[config.mk]
export PLATFORM = sky130hd
export DESIGN_NAME = dvps_ram
export DESIGN_NICKNAME = d
export VERILOG_FILES = /design/src/rtl/core/dvps_ram.sv
export SDC_FILE = /design/constraint.sdc
export NUM_CORES = 1
export LEC_CHECK = 0
export ABC_CLOCK_PERIOD_IN_PS = 2000
export BUFFER_PORTS_ARGS = -buffer_cell sky130_fd_sc_hd__buf_2
export CELL_PAD_IN_SITES_DETAIL_PLACEMENT = 0
export CELL_PAD_IN_SITES_GLOBAL_PLACEMENT = 2
export CORE_AREA = 2 2 103 155
export DETAILED_ROUTE_END_ITERATION = 10
export DIE_AREA = 0 0 105 157
export MAX_ROUTING_LAYER = met4
export PLACE_DENSITY_LB_ADDON = 0.1
export SLEW_MARGIN = 20
export SYNTH_ARGS = -nofsm -noshare
export SYNTH_HDL_FRONTEND = slang
export SYNTH_SLANG_ARGS = --single-unit
export TNS_END_PERCENT = 100
[constraint.sdc]
create_clock -name clk -period 2 [get_ports clk]
set_input_delay 0.3 -clock clk [delete_from_list [all_inputs] [get_ports clk]]
set_output_delay 0.3 -clock clk [all_outputs]
set_load 0.02 [all_outputs]
[src/rtl/core/dvps_ram.sv]
// generic single-write, single-read synchronous ram with registered read
`timescale 1ns / 1ps
module dvps_ram #(
	parameter int WIDTH = 8,
	parameter int DEPTH = 16
) (
	input  logic                     clk,
	input  logic                     we,
	input  logic [$clog2(DEPTH)-1:0] waddr,
	input  logic [WIDTH-1:0]         wdata,
	input  logic                     re,
	input  logic [$clog2(DEPTH)-1:0] raddr,
	output logic [WIDTH-1:0]         rdata
);
	logic [WIDTH-1:0] mem [DEPTH];

	always_ff @(posedge clk) begin
		if (we) mem[waddr] <= wdata;
		if (re) rdata <= mem[raddr];
	end
endmodule

==> summary.txt <==
Floorplan
  • Initial Util: 0.348
  • # rows: 55
  • Core outline area: 0.0150 sq mm
  • Die Y-Extent: 157 um
  • IO Pins: 27
  • Overall die area: about 0.016 sq mm
  • Die span in x: around 110 um

Global routing
  • Maximum number of pins on one net before global-route repair: 26
  • Total congestion overflow: 0
  • Global-route wire length before repair: 16.3 mm
  • Combined global-route utilization of all metal layers: 0.146
  • Antenna violations before repair: 0
  • Vias in the first global route: about 2,600

Status
  • Run status: finished clean

Timing
  • Max-slew violation total from the final report: 0
  • Count of final hold-check violations: 0
  • Final Cycle Share: 0.781
  • Tightest Pin Transition: 0.435 ns
  • Clk_skew: between 0.004 and 0.005 ns
  • Final Hold Slack: 0.263 ns
  • Final number of setup-violating endpoints: 0
  • Min Clock Period, post-route: 1.56 ns
  • Worst relative slew slack: 0.710
  • Maximum operating frequency: 640 MHz
  • RSZ-0062 raised after global routing: false
  • Final-layout setup total negative slack: 0 ns

Route
  • Routed wirelength normalized by instance count: 21.0 um
  • Total via count in the routed design: 2,421
  • Iteration count of the initial detailed-routing pass: 4
  • DRC violation count after routing: 0
  • Post-route ant nets: 0
  • Routed WL: 10.5 mm
  • Drt via density: 4.82
  • Detailed router's first-iteration violation count: 100

Min path
  • Min-Delay Path Class: in2reg

Layout
  • Area overhead of the layout relative to synthesis: 21.9%
  • Share of final-layout standard cells stronger than drive strength 1: 0.327
  • Count of inserted antenna diode cells: 0
  • Share of the core filled with cells in the final layout: 0.425
  • Final layout net count: 309

Placed design
  • Global placer's final weighted congestion: 0.711
  • Number of buffers added on ports: 26
  • Detailed-placement wirelength estimate: 7.16 mm

Worst setup path
  • Flop2flop setup slack: 0.45 ns
  • Slowest cell on the critical path: sky130_fd_sc_hd__mux4_1
  • Cell-by-cell trace of the critical path: buf_2, buf_4, mux4_1, a22oi_1, nand2_1
  • Critical Path Fanout Max: 12
  • Endpoint arrival time on the critical path: 1.71 ns
  • Critical path's largest stage delay: about 0.61 ns
  • Buffers plus inverters on the worst setup path: 2
  • CP Class: in2reg
  • CP top delay family: multiplexers
  • Critical path required time: 2.15 ns
  • Endpoint kind of the worst setup timing path: flip-flop
  • Critical Path Source Type: primary input

Yosys
  • Unique cell type count in the Yosys netlist: 18
  • Most numerous cell in the Yosys netlist: sky130_fd_sc_hd__edfxtp_1
  • Yosys warns: 0
  • Syn Inst Count: ~230
  • Top FF cell, synth: sky130_fd_sc_hd__edfxtp_1
  • Cell taking the most area after synthesis: sky130_fd_sc_hd__edfxtp_1
  • Register bit count reported by yosys: about 140
  • Largest cells by area after synthesis: sky130_fd_sc_hd__edfxtp_1 (78%), sky130_fd_sc_hd__mux4_2 (7.8%), sky130_fd_sc_hd__mux4_1 (7.0%), sky130_fd_sc_hd__a22oi_1 (2.3%), sky130_fd_sc_hd__nor2_1 (0.93%)
  • Most used standard cells in the synthesized netlist: sky130_fd_sc_hd__edfxtp_1 (136), sky130_fd_sc_hd__mux4_2 (18), sky130_fd_sc_hd__a22oi_1 (16)
  • Register area share after synthesis: 0.781
  • Synth Cell Area: 0.00523 sq mm
  • Proportion of register bits with asynchronous set or reset after synthesis: 0
  • Average instance area after synthesis: about 23 sq um
  • Yosys top cell area share: 0.781
  • Net count after synthesis: 248
  • Count of flip-flops with a built-in enable after synthesis: roughly 140

Clocking
  • Hold buffer count at cts: 0
  • TritonCTS clock tree: done
  • PostCTS Resize Cnt: 0
  • Maximum level of the CTS H-tree: 4
  • Clock root buffer: sky130_fd_sc_hd__clkbuf_16
  • Number of buffers inserted during clock tree synthesis: 17
  • Worst-path clk slew: 0.06 ns
  • Post-CTS setup buffer count: 0
  • Total clock sinks: roughly 140
  • Clock insertion delay at the later pin of the skew report: 0.40 ns
  • Number of buffers on the longest clock path: 2

Power and ir drop
  • Power Density: 1070 mW/mm^2
  • Worst supply voltage drop on vdd: 461 uV
  • Pleak: around 2.2 nW

Job
  • Number of max-cap violations: 0
## final cells by class
class | instances | area (sq um)
well taps | 199 | 249
clock buffers | 19 | 433
clock inverters | 13 | 201
fillers | 1394 | 8630
repair buffers | 52 | 350
multi-input cells | 83 | 1060
flip-flops and latches | 136 | 4080
## logic make-up after synthesis
| logic type | count (synthesis) | synth area share |
|---|---|---|
| AO/OA/AOI/OAI | 16 | 0.0230 |
| buffers and inverters | 10 | 0.0165 |
| multiplexers | 32 | 0.148 |
| AND/OR/NAND/NOR | 35 | 0.0314 |
| flip-flops | 136 | 0.781 |
## worst paths after layout
check | startpoint | end | cells past startpoint
setup / recovery | raddr[0] | rdata[3] | 5
hold / removal | re | rdata[4] | 1
setup reg to reg | mem[0][2] | rdata[2] | 3
hold reg to reg | mem[14][4] | rdata[4] | 3
## stage by stage
stage	setup WS, ns	instance area, sq um	instances	power, mW
6_report	0.437	6370	502	6.85
3_5_place_dp	0.00713	5740	470	3.62
5_1_grt	0.346	6370	502	7.09
2_1_floorplan	0.207	5230	229	3.46
4_1_cts	0.415	6370	502	6.94
3_3_place_gp	0.0254	5740	470	3.61
## report_power, final
group | internal [mW] | leakage, nW | switching [mW] | total (mW)
sequential | 3.21 | 1.24 | 0.0133 | 3.23
clock | 2.20 | 0.306 | 1.10 | 3.30
combinational | 0.131 | 0.620 | 0.189 | 0.320
## sequential cells by signal, summed over array words and instances (netlist names)
register,cells
rdata,8
mem,128
## metal layers
metal  global-route usage  vias to the layer above  routed length (um)
met4               0.0552                        0                 132
li1                     -                     1105                   -
met3               0.0360                       10                 275
met1                0.163                     1266                4310
met2                0.252                       40                5800
met5                    -                        -                   0
## cells in the final DEF (no fill, tap or decap)
cell,instances
sky130_fd_sc_hd__nand3b_1,2
sky130_fd_sc_hd__and2b_1,1
sky130_fd_sc_hd__nor2_1,13
sky130_fd_sc_hd__clkinv_2,2
sky130_fd_sc_hd__clkbuf_1,2
sky130_fd_sc_hd__clkbuf_16,17
sky130_fd_sc_hd__a22oi_1,16
sky130_fd_sc_hd__or3b_2,1
sky130_fd_sc_hd__mux4_1,14
sky130_fd_sc_hd__and2_1,1
sky130_fd_sc_hd__edfxtp_1,136
sky130_fd_sc_hd__buf_2,26
sky130_fd_sc_hd__nand2_1,9
sky130_fd_sc_hd__nand3_1,1
sky130_fd_sc_hd__clkinv_1,2
sky130_fd_sc_hd__inv_6,1
sky130_fd_sc_hd__clkinvlp_4,1
sky130_fd_sc_hd__bufinv_16,5
sky130_fd_sc_hd__mux4_2,18
sky130_fd_sc_hd__clkinv_4,2
sky130_fd_sc_hd__buf_4,24
sky130_fd_sc_hd__nand2b_1,2
sky130_fd_sc_hd__buf_12,2
sky130_fd_sc_hd__nor2b_1,1
sky130_fd_sc_hd__nor3_1,4
No activity file was read; power rests on OpenSTA's default activity.
