### src/rtl/core/dvps_div.sv
// pipelined signed divider: one quotient bit per stage, truncating toward zero
`timescale 1ns / 1ps
module dvps_div #(
	parameter int NW  = 40,
	parameter int DW  = 16,
	parameter int TW  = 8
) (
	input  logic                clk,
	input  logic                en,
	input  logic signed [NW-1:0] num,
	input  logic [DW-1:0]       den,
	input  logic [TW-1:0]       tag_in,
	output logic signed [NW-1:0] quo,
	output logic [TW-1:0]       tag_out
);
	logic [NW-1:0]  q_r   [NW+1];
	logic [DW:0]    r_r   [NW+1];
	logic [DW-1:0]  d_r   [NW+1];
	logic           neg_r [NW+1];
	logic [TW-1:0]  t_r   [NW+1];

	always_comb begin
		q_r[0]   = num[NW-1] ? NW'(-num) : NW'(num);
		r_r[0]   = '0;
		d_r[0]   = den;
		neg_r[0] = num[NW-1];
		t_r[0]   = tag_in;
	end

	for (genvar i = 0; i < NW; i++) begin : g_stage
		logic [DW+1:0] trial;
		logic [DW+1:0] shifted;
		assign shifted = {r_r[i], q_r[i][NW-1]};
		assign trial   = shifted - {2'b00, d_r[i]};
		always_ff @(posedge clk) begin
			if (en) begin
				if (!trial[DW+1]) begin
					r_r[i+1] <= trial[DW:0];
					q_r[i+1] <= {q_r[i][NW-2:0], 1'b1};
				end else begin
					r_r[i+1] <= shifted[DW:0];
					q_r[i+1] <= {q_r[i][NW-2:0], 1'b0};
				end
				d_r[i+1]   <= d_r[i];
				neg_r[i+1] <= neg_r[i];
				t_r[i+1]   <= t_r[i];
			end
		end
	end

	assign quo     = neg_r[NW] ? -$signed(q_r[NW]) : $signed(q_r[NW]);
	assign tag_out = t_r[NW];
endmodule

### config.mk
export PLATFORM = sky130hd
export DESIGN_NAME = dvps_div
export DESIGN_NICKNAME = d
export VERILOG_FILES = /design/src/rtl/core/dvps_div.sv
export SDC_FILE = /design/constraint.sdc
export NUM_CORES = 2
export LEC_CHECK = 0
export ABC_CLOCK_PERIOD_IN_PS = 4100
export BUFFER_PORTS_ARGS = -buffer_cell sky130_fd_sc_hd__buf_2
export CAP_MARGIN = 0
export CORE_MARGIN = 2
export CORE_UTILIZATION = 57
export DETAILED_ROUTE_END_ITERATION = 6
export MAX_ROUTING_LAYER = met4
export PLACE_DENSITY = 0.76
export SLEW_MARGIN = 15
export SYNTH_ARGS = -nofsm -noshare
export SYNTH_HDL_FRONTEND = slang
export SYNTH_SLANG_ARGS = --single-unit
### constraint.sdc
create_clock -name clk -period 4.1 [get_ports clk]
set_input_delay 0.82 -clock clk [delete_from_list [all_inputs] [get_ports clk]]
set_output_delay 0.82 -clock clk [all_outputs]
set_load 0.01 [all_outputs]
==> metrics.log <==
INFO  metric status = complete, but fails checks
INFO  metric violations = design-rule violations, negative setup slack
INFO  metric final_layout_size_suffix_gt1_frac = 0.126
INFO  metric setup-violations-final = 17
INFO  metric static-leakage-power = 59.1 nW
INFO  metric die_width = 497 um
INFO  metric hold-worst-slack = 0.0869 ns
INFO  metric timing.slew.headroom = 0.225
INFO  metric yosysWarningCount = 0
INFO  metric rsz_0062_raised_after_global_routing = true
INFO  metric core = approximately 0.24 sq mm
INFO  metric clkSlewWorstSetupHoldPaths = ~0.060 ns
INFO  metric detailedRoute.firstIterationViolations = a little under 6000
INFO  metric grt.total_usage = 0.199
INFO  metric route.detailed.drc = 3
INFO  metric crit_path_end_kind = output pin
INFO  metric cells_on_worst_reg2reg_path = 11
INFO  metric worst_case_setup_margin_in_the_final_layout = -0.802 ns
INFO  metric internal_power = just over 80 mW
INFO  metric synth.yosys.seq_area_share = 0.705
INFO  metric h-tree-depth = 5
INFO  metric p_switching = ~37 mW
INFO  metric floorplan.die.height = roughly 500 um
INFO  metric grt_pass1_vias = 74000
INFO  metric edff_count_synth = ~3200
INFO  metric ir_worst_vdd = about 0.0005 V
INFO  metric clock_tree.buffer_depth = 4
INFO  metric post_layout_nonfiller_instances = 13000
INFO  metric async_flop_share = 0
INFO  metric gp_congestion = slightly below 0.9
INFO  metric area_delta_synth_final = 12.4%
INFO  metric timing_hold_violations_final = 0
INFO  metric worst_pin_slew = between 1 and 1.5 ns
INFO  metric power.sequential.fraction = 0.405
INFO  metric p_sw_frac = 0.311
INFO  metric power_density = a little under 800 mW/mm^2
INFO  metric synth_top_flop_cell = edfxtp_1
INFO  metric syn_inst = ~9000
INFO  metric routedWlPerCell = about 18 um
INFO  metric global_route_congestion_overflow_total = 0
INFO  metric initial_core_util = 0.574
INFO  metric cts_made_buffers = ~340
INFO  metric clock_sinks = about 3200
INFO  metric buffer_ports.inserted = around 110
INFO  metric drt-total-wl = around 240000 um
INFO  metric comb_power_share = 0.346
INFO  metric tritoncts = done
INFO  metric synth.ff_latch_count = ~3200
INFO  metric fin_skew = ~0.073 ns
INFO  metric cap_viol_max_count = 0
INFO  metric first_pass_grt_wire_length = ~380000 um
INFO  metric netlist-cell-type-count = 68
INFO  metric synthesis.area_per_instance = roughly 15 sq um
INFO  metric via_count = ~73000
INFO  metric timing.final.crit_share = 1.20
INFO  metric worstSetupPathType = flop to output pin
INFO  metric start_kind = flop
INFO  metric antenna_found_initial = 3
INFO  metric finalNetCount = 10300
INFO  metric share_clk_of_total_power = 0.249
INFO  metric min-delay-path-class = input pin to flop
INFO  metric finalWorstPathRequiredPeriod = 4.90 ns
INFO  metric worst_skew_late_latency = about 0.95 ns
INFO  metric grt_start_max_net_pins = roughly 110
INFO  metric synth_area = ~0.14 sq mm
INFO  metric worstHoldPathCells = 1
INFO  metric drt_pre_antenna_iters = 7
INFO  metric clock.fmax = slightly above 200 MHz
INFO  metric clock-root-buffer = clkbuf_16
INFO  metric worst-path-max-fanout = 4
INFO  metric drt.antenna.violating_nets = 0
INFO  metric finalPower = 120 mW
INFO  metric std_cell_rows = 180
INFO  metric viasPerCell = 5.65
INFO  metric fin_tns_setup = -8.28 ns
INFO  metric critical_path_arrival = about 4 ns
INFO  metric io_pins = roughly 110
INFO  metric timing.final.max_slew_violations = 0
INFO  metric die_area = approximately 0.25 sq mm
INFO  metric place.detailed.instances = 12300
INFO  metric critical_path_required = about 3.3 ns
INFO  metric dp_hpwl = 159000 um
INFO  metric final_core_utilization = 0.645
## cells in the final DEF (no fill, tap or decap), drive strengths merged, types with 16 or more instances in the layout
cell type	instances
or3	53
clkbuf	411
xnor2	383
a211oi	46
xor2	233
and4	31
bufinv	37
clkinv	125
nand2	320
or2	16
nor2	310
inv	807
fa	38
o2111ai	34
nor3	138
nand4	59
and3	65
mux2i	138
o21ai	470
nand3b	44
o211a	31
buf	304
o31ai	45
o41ai	30
ha	628
a2111o	31
nand2b	74
a21o	113
a211o	25
a21oi	426
mux2	390
nor2b	95
nand3	69
edfxtp	3247
o211ai	74
o21a	106
a31oi	106
o31a	58
o21bai	34
## cell type report
| cell class | instances | area [sq um] |
|---|---|---|
| Multi-Input combinational cell | 4824 | 37400 |
| Tap cell | 3185 | 3990 |
| Clock inverter | 183 | 2000 |
| Inverter | 799 | 3000 |
| Fill cell | 16500 | 85600 |
| Clock buffer | 411 | 8840 |
| Sequential cell | 3247 | 97500 |
| Antenna cell | 2 | 5.00 |
| Timing Repair Buffer | 308 | 2680 |
## flip-flops by register name (all words and copies together) (netlist names)
| name | flops |
|---|---|
| tag_out | 8 |
| neg_r | 40 |
| t_r | 312 |
| d_r | 624 |
| g_stage.shifted | 702 |
| q_r | 1561 |
## worst max-delay path: stages, from the launching register on
cell      delay [ns]
edfxtp_1        0.40
or4_4           0.58
nor4_4          0.21
inv_2           0.07
or4_4           0.49
or3_4           0.37
or4_4           0.49
o31ai_2         0.26
xnor2_1         0.15
buf_2           0.15
## power groups by stage
stage,registers [mW],logic (mW),clock network [mW]
final,48.4,41.4,29.9
after global routing,49.0,45.8,31.9
after CTS,48.4,41.2,30.7
after detailed placement,49.0,40.7,0
after global placement,48.9,39.0,0
after floorplan,47.3,32.2,0
## path summary, 6_finish.rpt
check	slack, ns	startpoint	end
setup reg to reg	0.45	d_r[225]	g_stage[27].shifted[2]
setup / recovery	-0.80	q_r[15]	quo[33]
hold / removal	0.09	tag_in[4]	t_r[316]
hold reg to reg	0.36	q_r[874]	q_r[835]
## synthesized netlist by cell type, types with 38 or more instances
cell      number  share of area
nand4_1       59         0.0027
nand3b_1      44         0.0024
nand2_1      320         0.0087
nor2_1       310         0.0084
o211ai_1      74         0.0040
nor3_1       138         0.0050
nand3_1       69         0.0025
xor2_1       233          0.015
a21oi_1      426          0.015
o31a_1        58         0.0037
a211oi_1      46         0.0025
a31oi_1      106         0.0048
and3_1        65         0.0029
or3_1         50         0.0023
o21ai_0      470          0.017
nand2b_1      74         0.0033
inv_1        796          0.022
fa_1          38         0.0055
a21o_1       113         0.0061
nor2b_1       95         0.0043
ha_1         628          0.057
edfxtp_1    3247           0.70
clkbuf_1     104         0.0028
xnor2_1      383          0.024
mux2_2       390          0.032
o31ai_1       43         0.0023
mux2i_1      138          0.010
o21a_1       106         0.0058
## what timing repair did
| action | 4_1_cts | 5_1_grt |
|---|---|---|
| setup endpoints to repair | 18 | 18 |
| resized for setup | 15 | 10 |
| pin swaps | 5 | 4 |
| setup buffers | 9 | 2 |
| hold buffers | 4 | 0 |
| endpoints found under the hold margin | 4 | 0 |
## routing by layer
metal | global-route usage | share of wire
met5 | - | 0
met4 | 0.0671 | 0.032
met3 | 0.0287 | 0.044
met2 | 0.331 | 0.50
met1 | 0.251 | 0.43
## metrics by stage
| step | worst slack (ns) | cell area, sq um |
|---|---|---|
| after floorplan | -0.0115 | 138000 |
| after global placement | -0.129 | 144000 |
| after detailed placement | -0.251 | 144000 |
| after CTS | -0.822 | 155000 |
| after global routing | -0.920 | 155000 |
| final | -0.802 | 155000 |
## kinds of logic after synthesis
kind of cell | after synthesis | share of synthesized area
DFF | 3247 | 0.705
AOI/OAI and AO/OA | 1696 | 0.0784
and+or+nand+nor | 1312 | 0.0475
buffers and inverters | 944 | 0.0261
adders and majority gates | 666 | 0.0623
xor gates and xnor gates | 616 | 0.0390
muxes | 528 | 0.0417
other | 1 | 0.0000271
No activity file was read; power rests on OpenSTA's default activity.
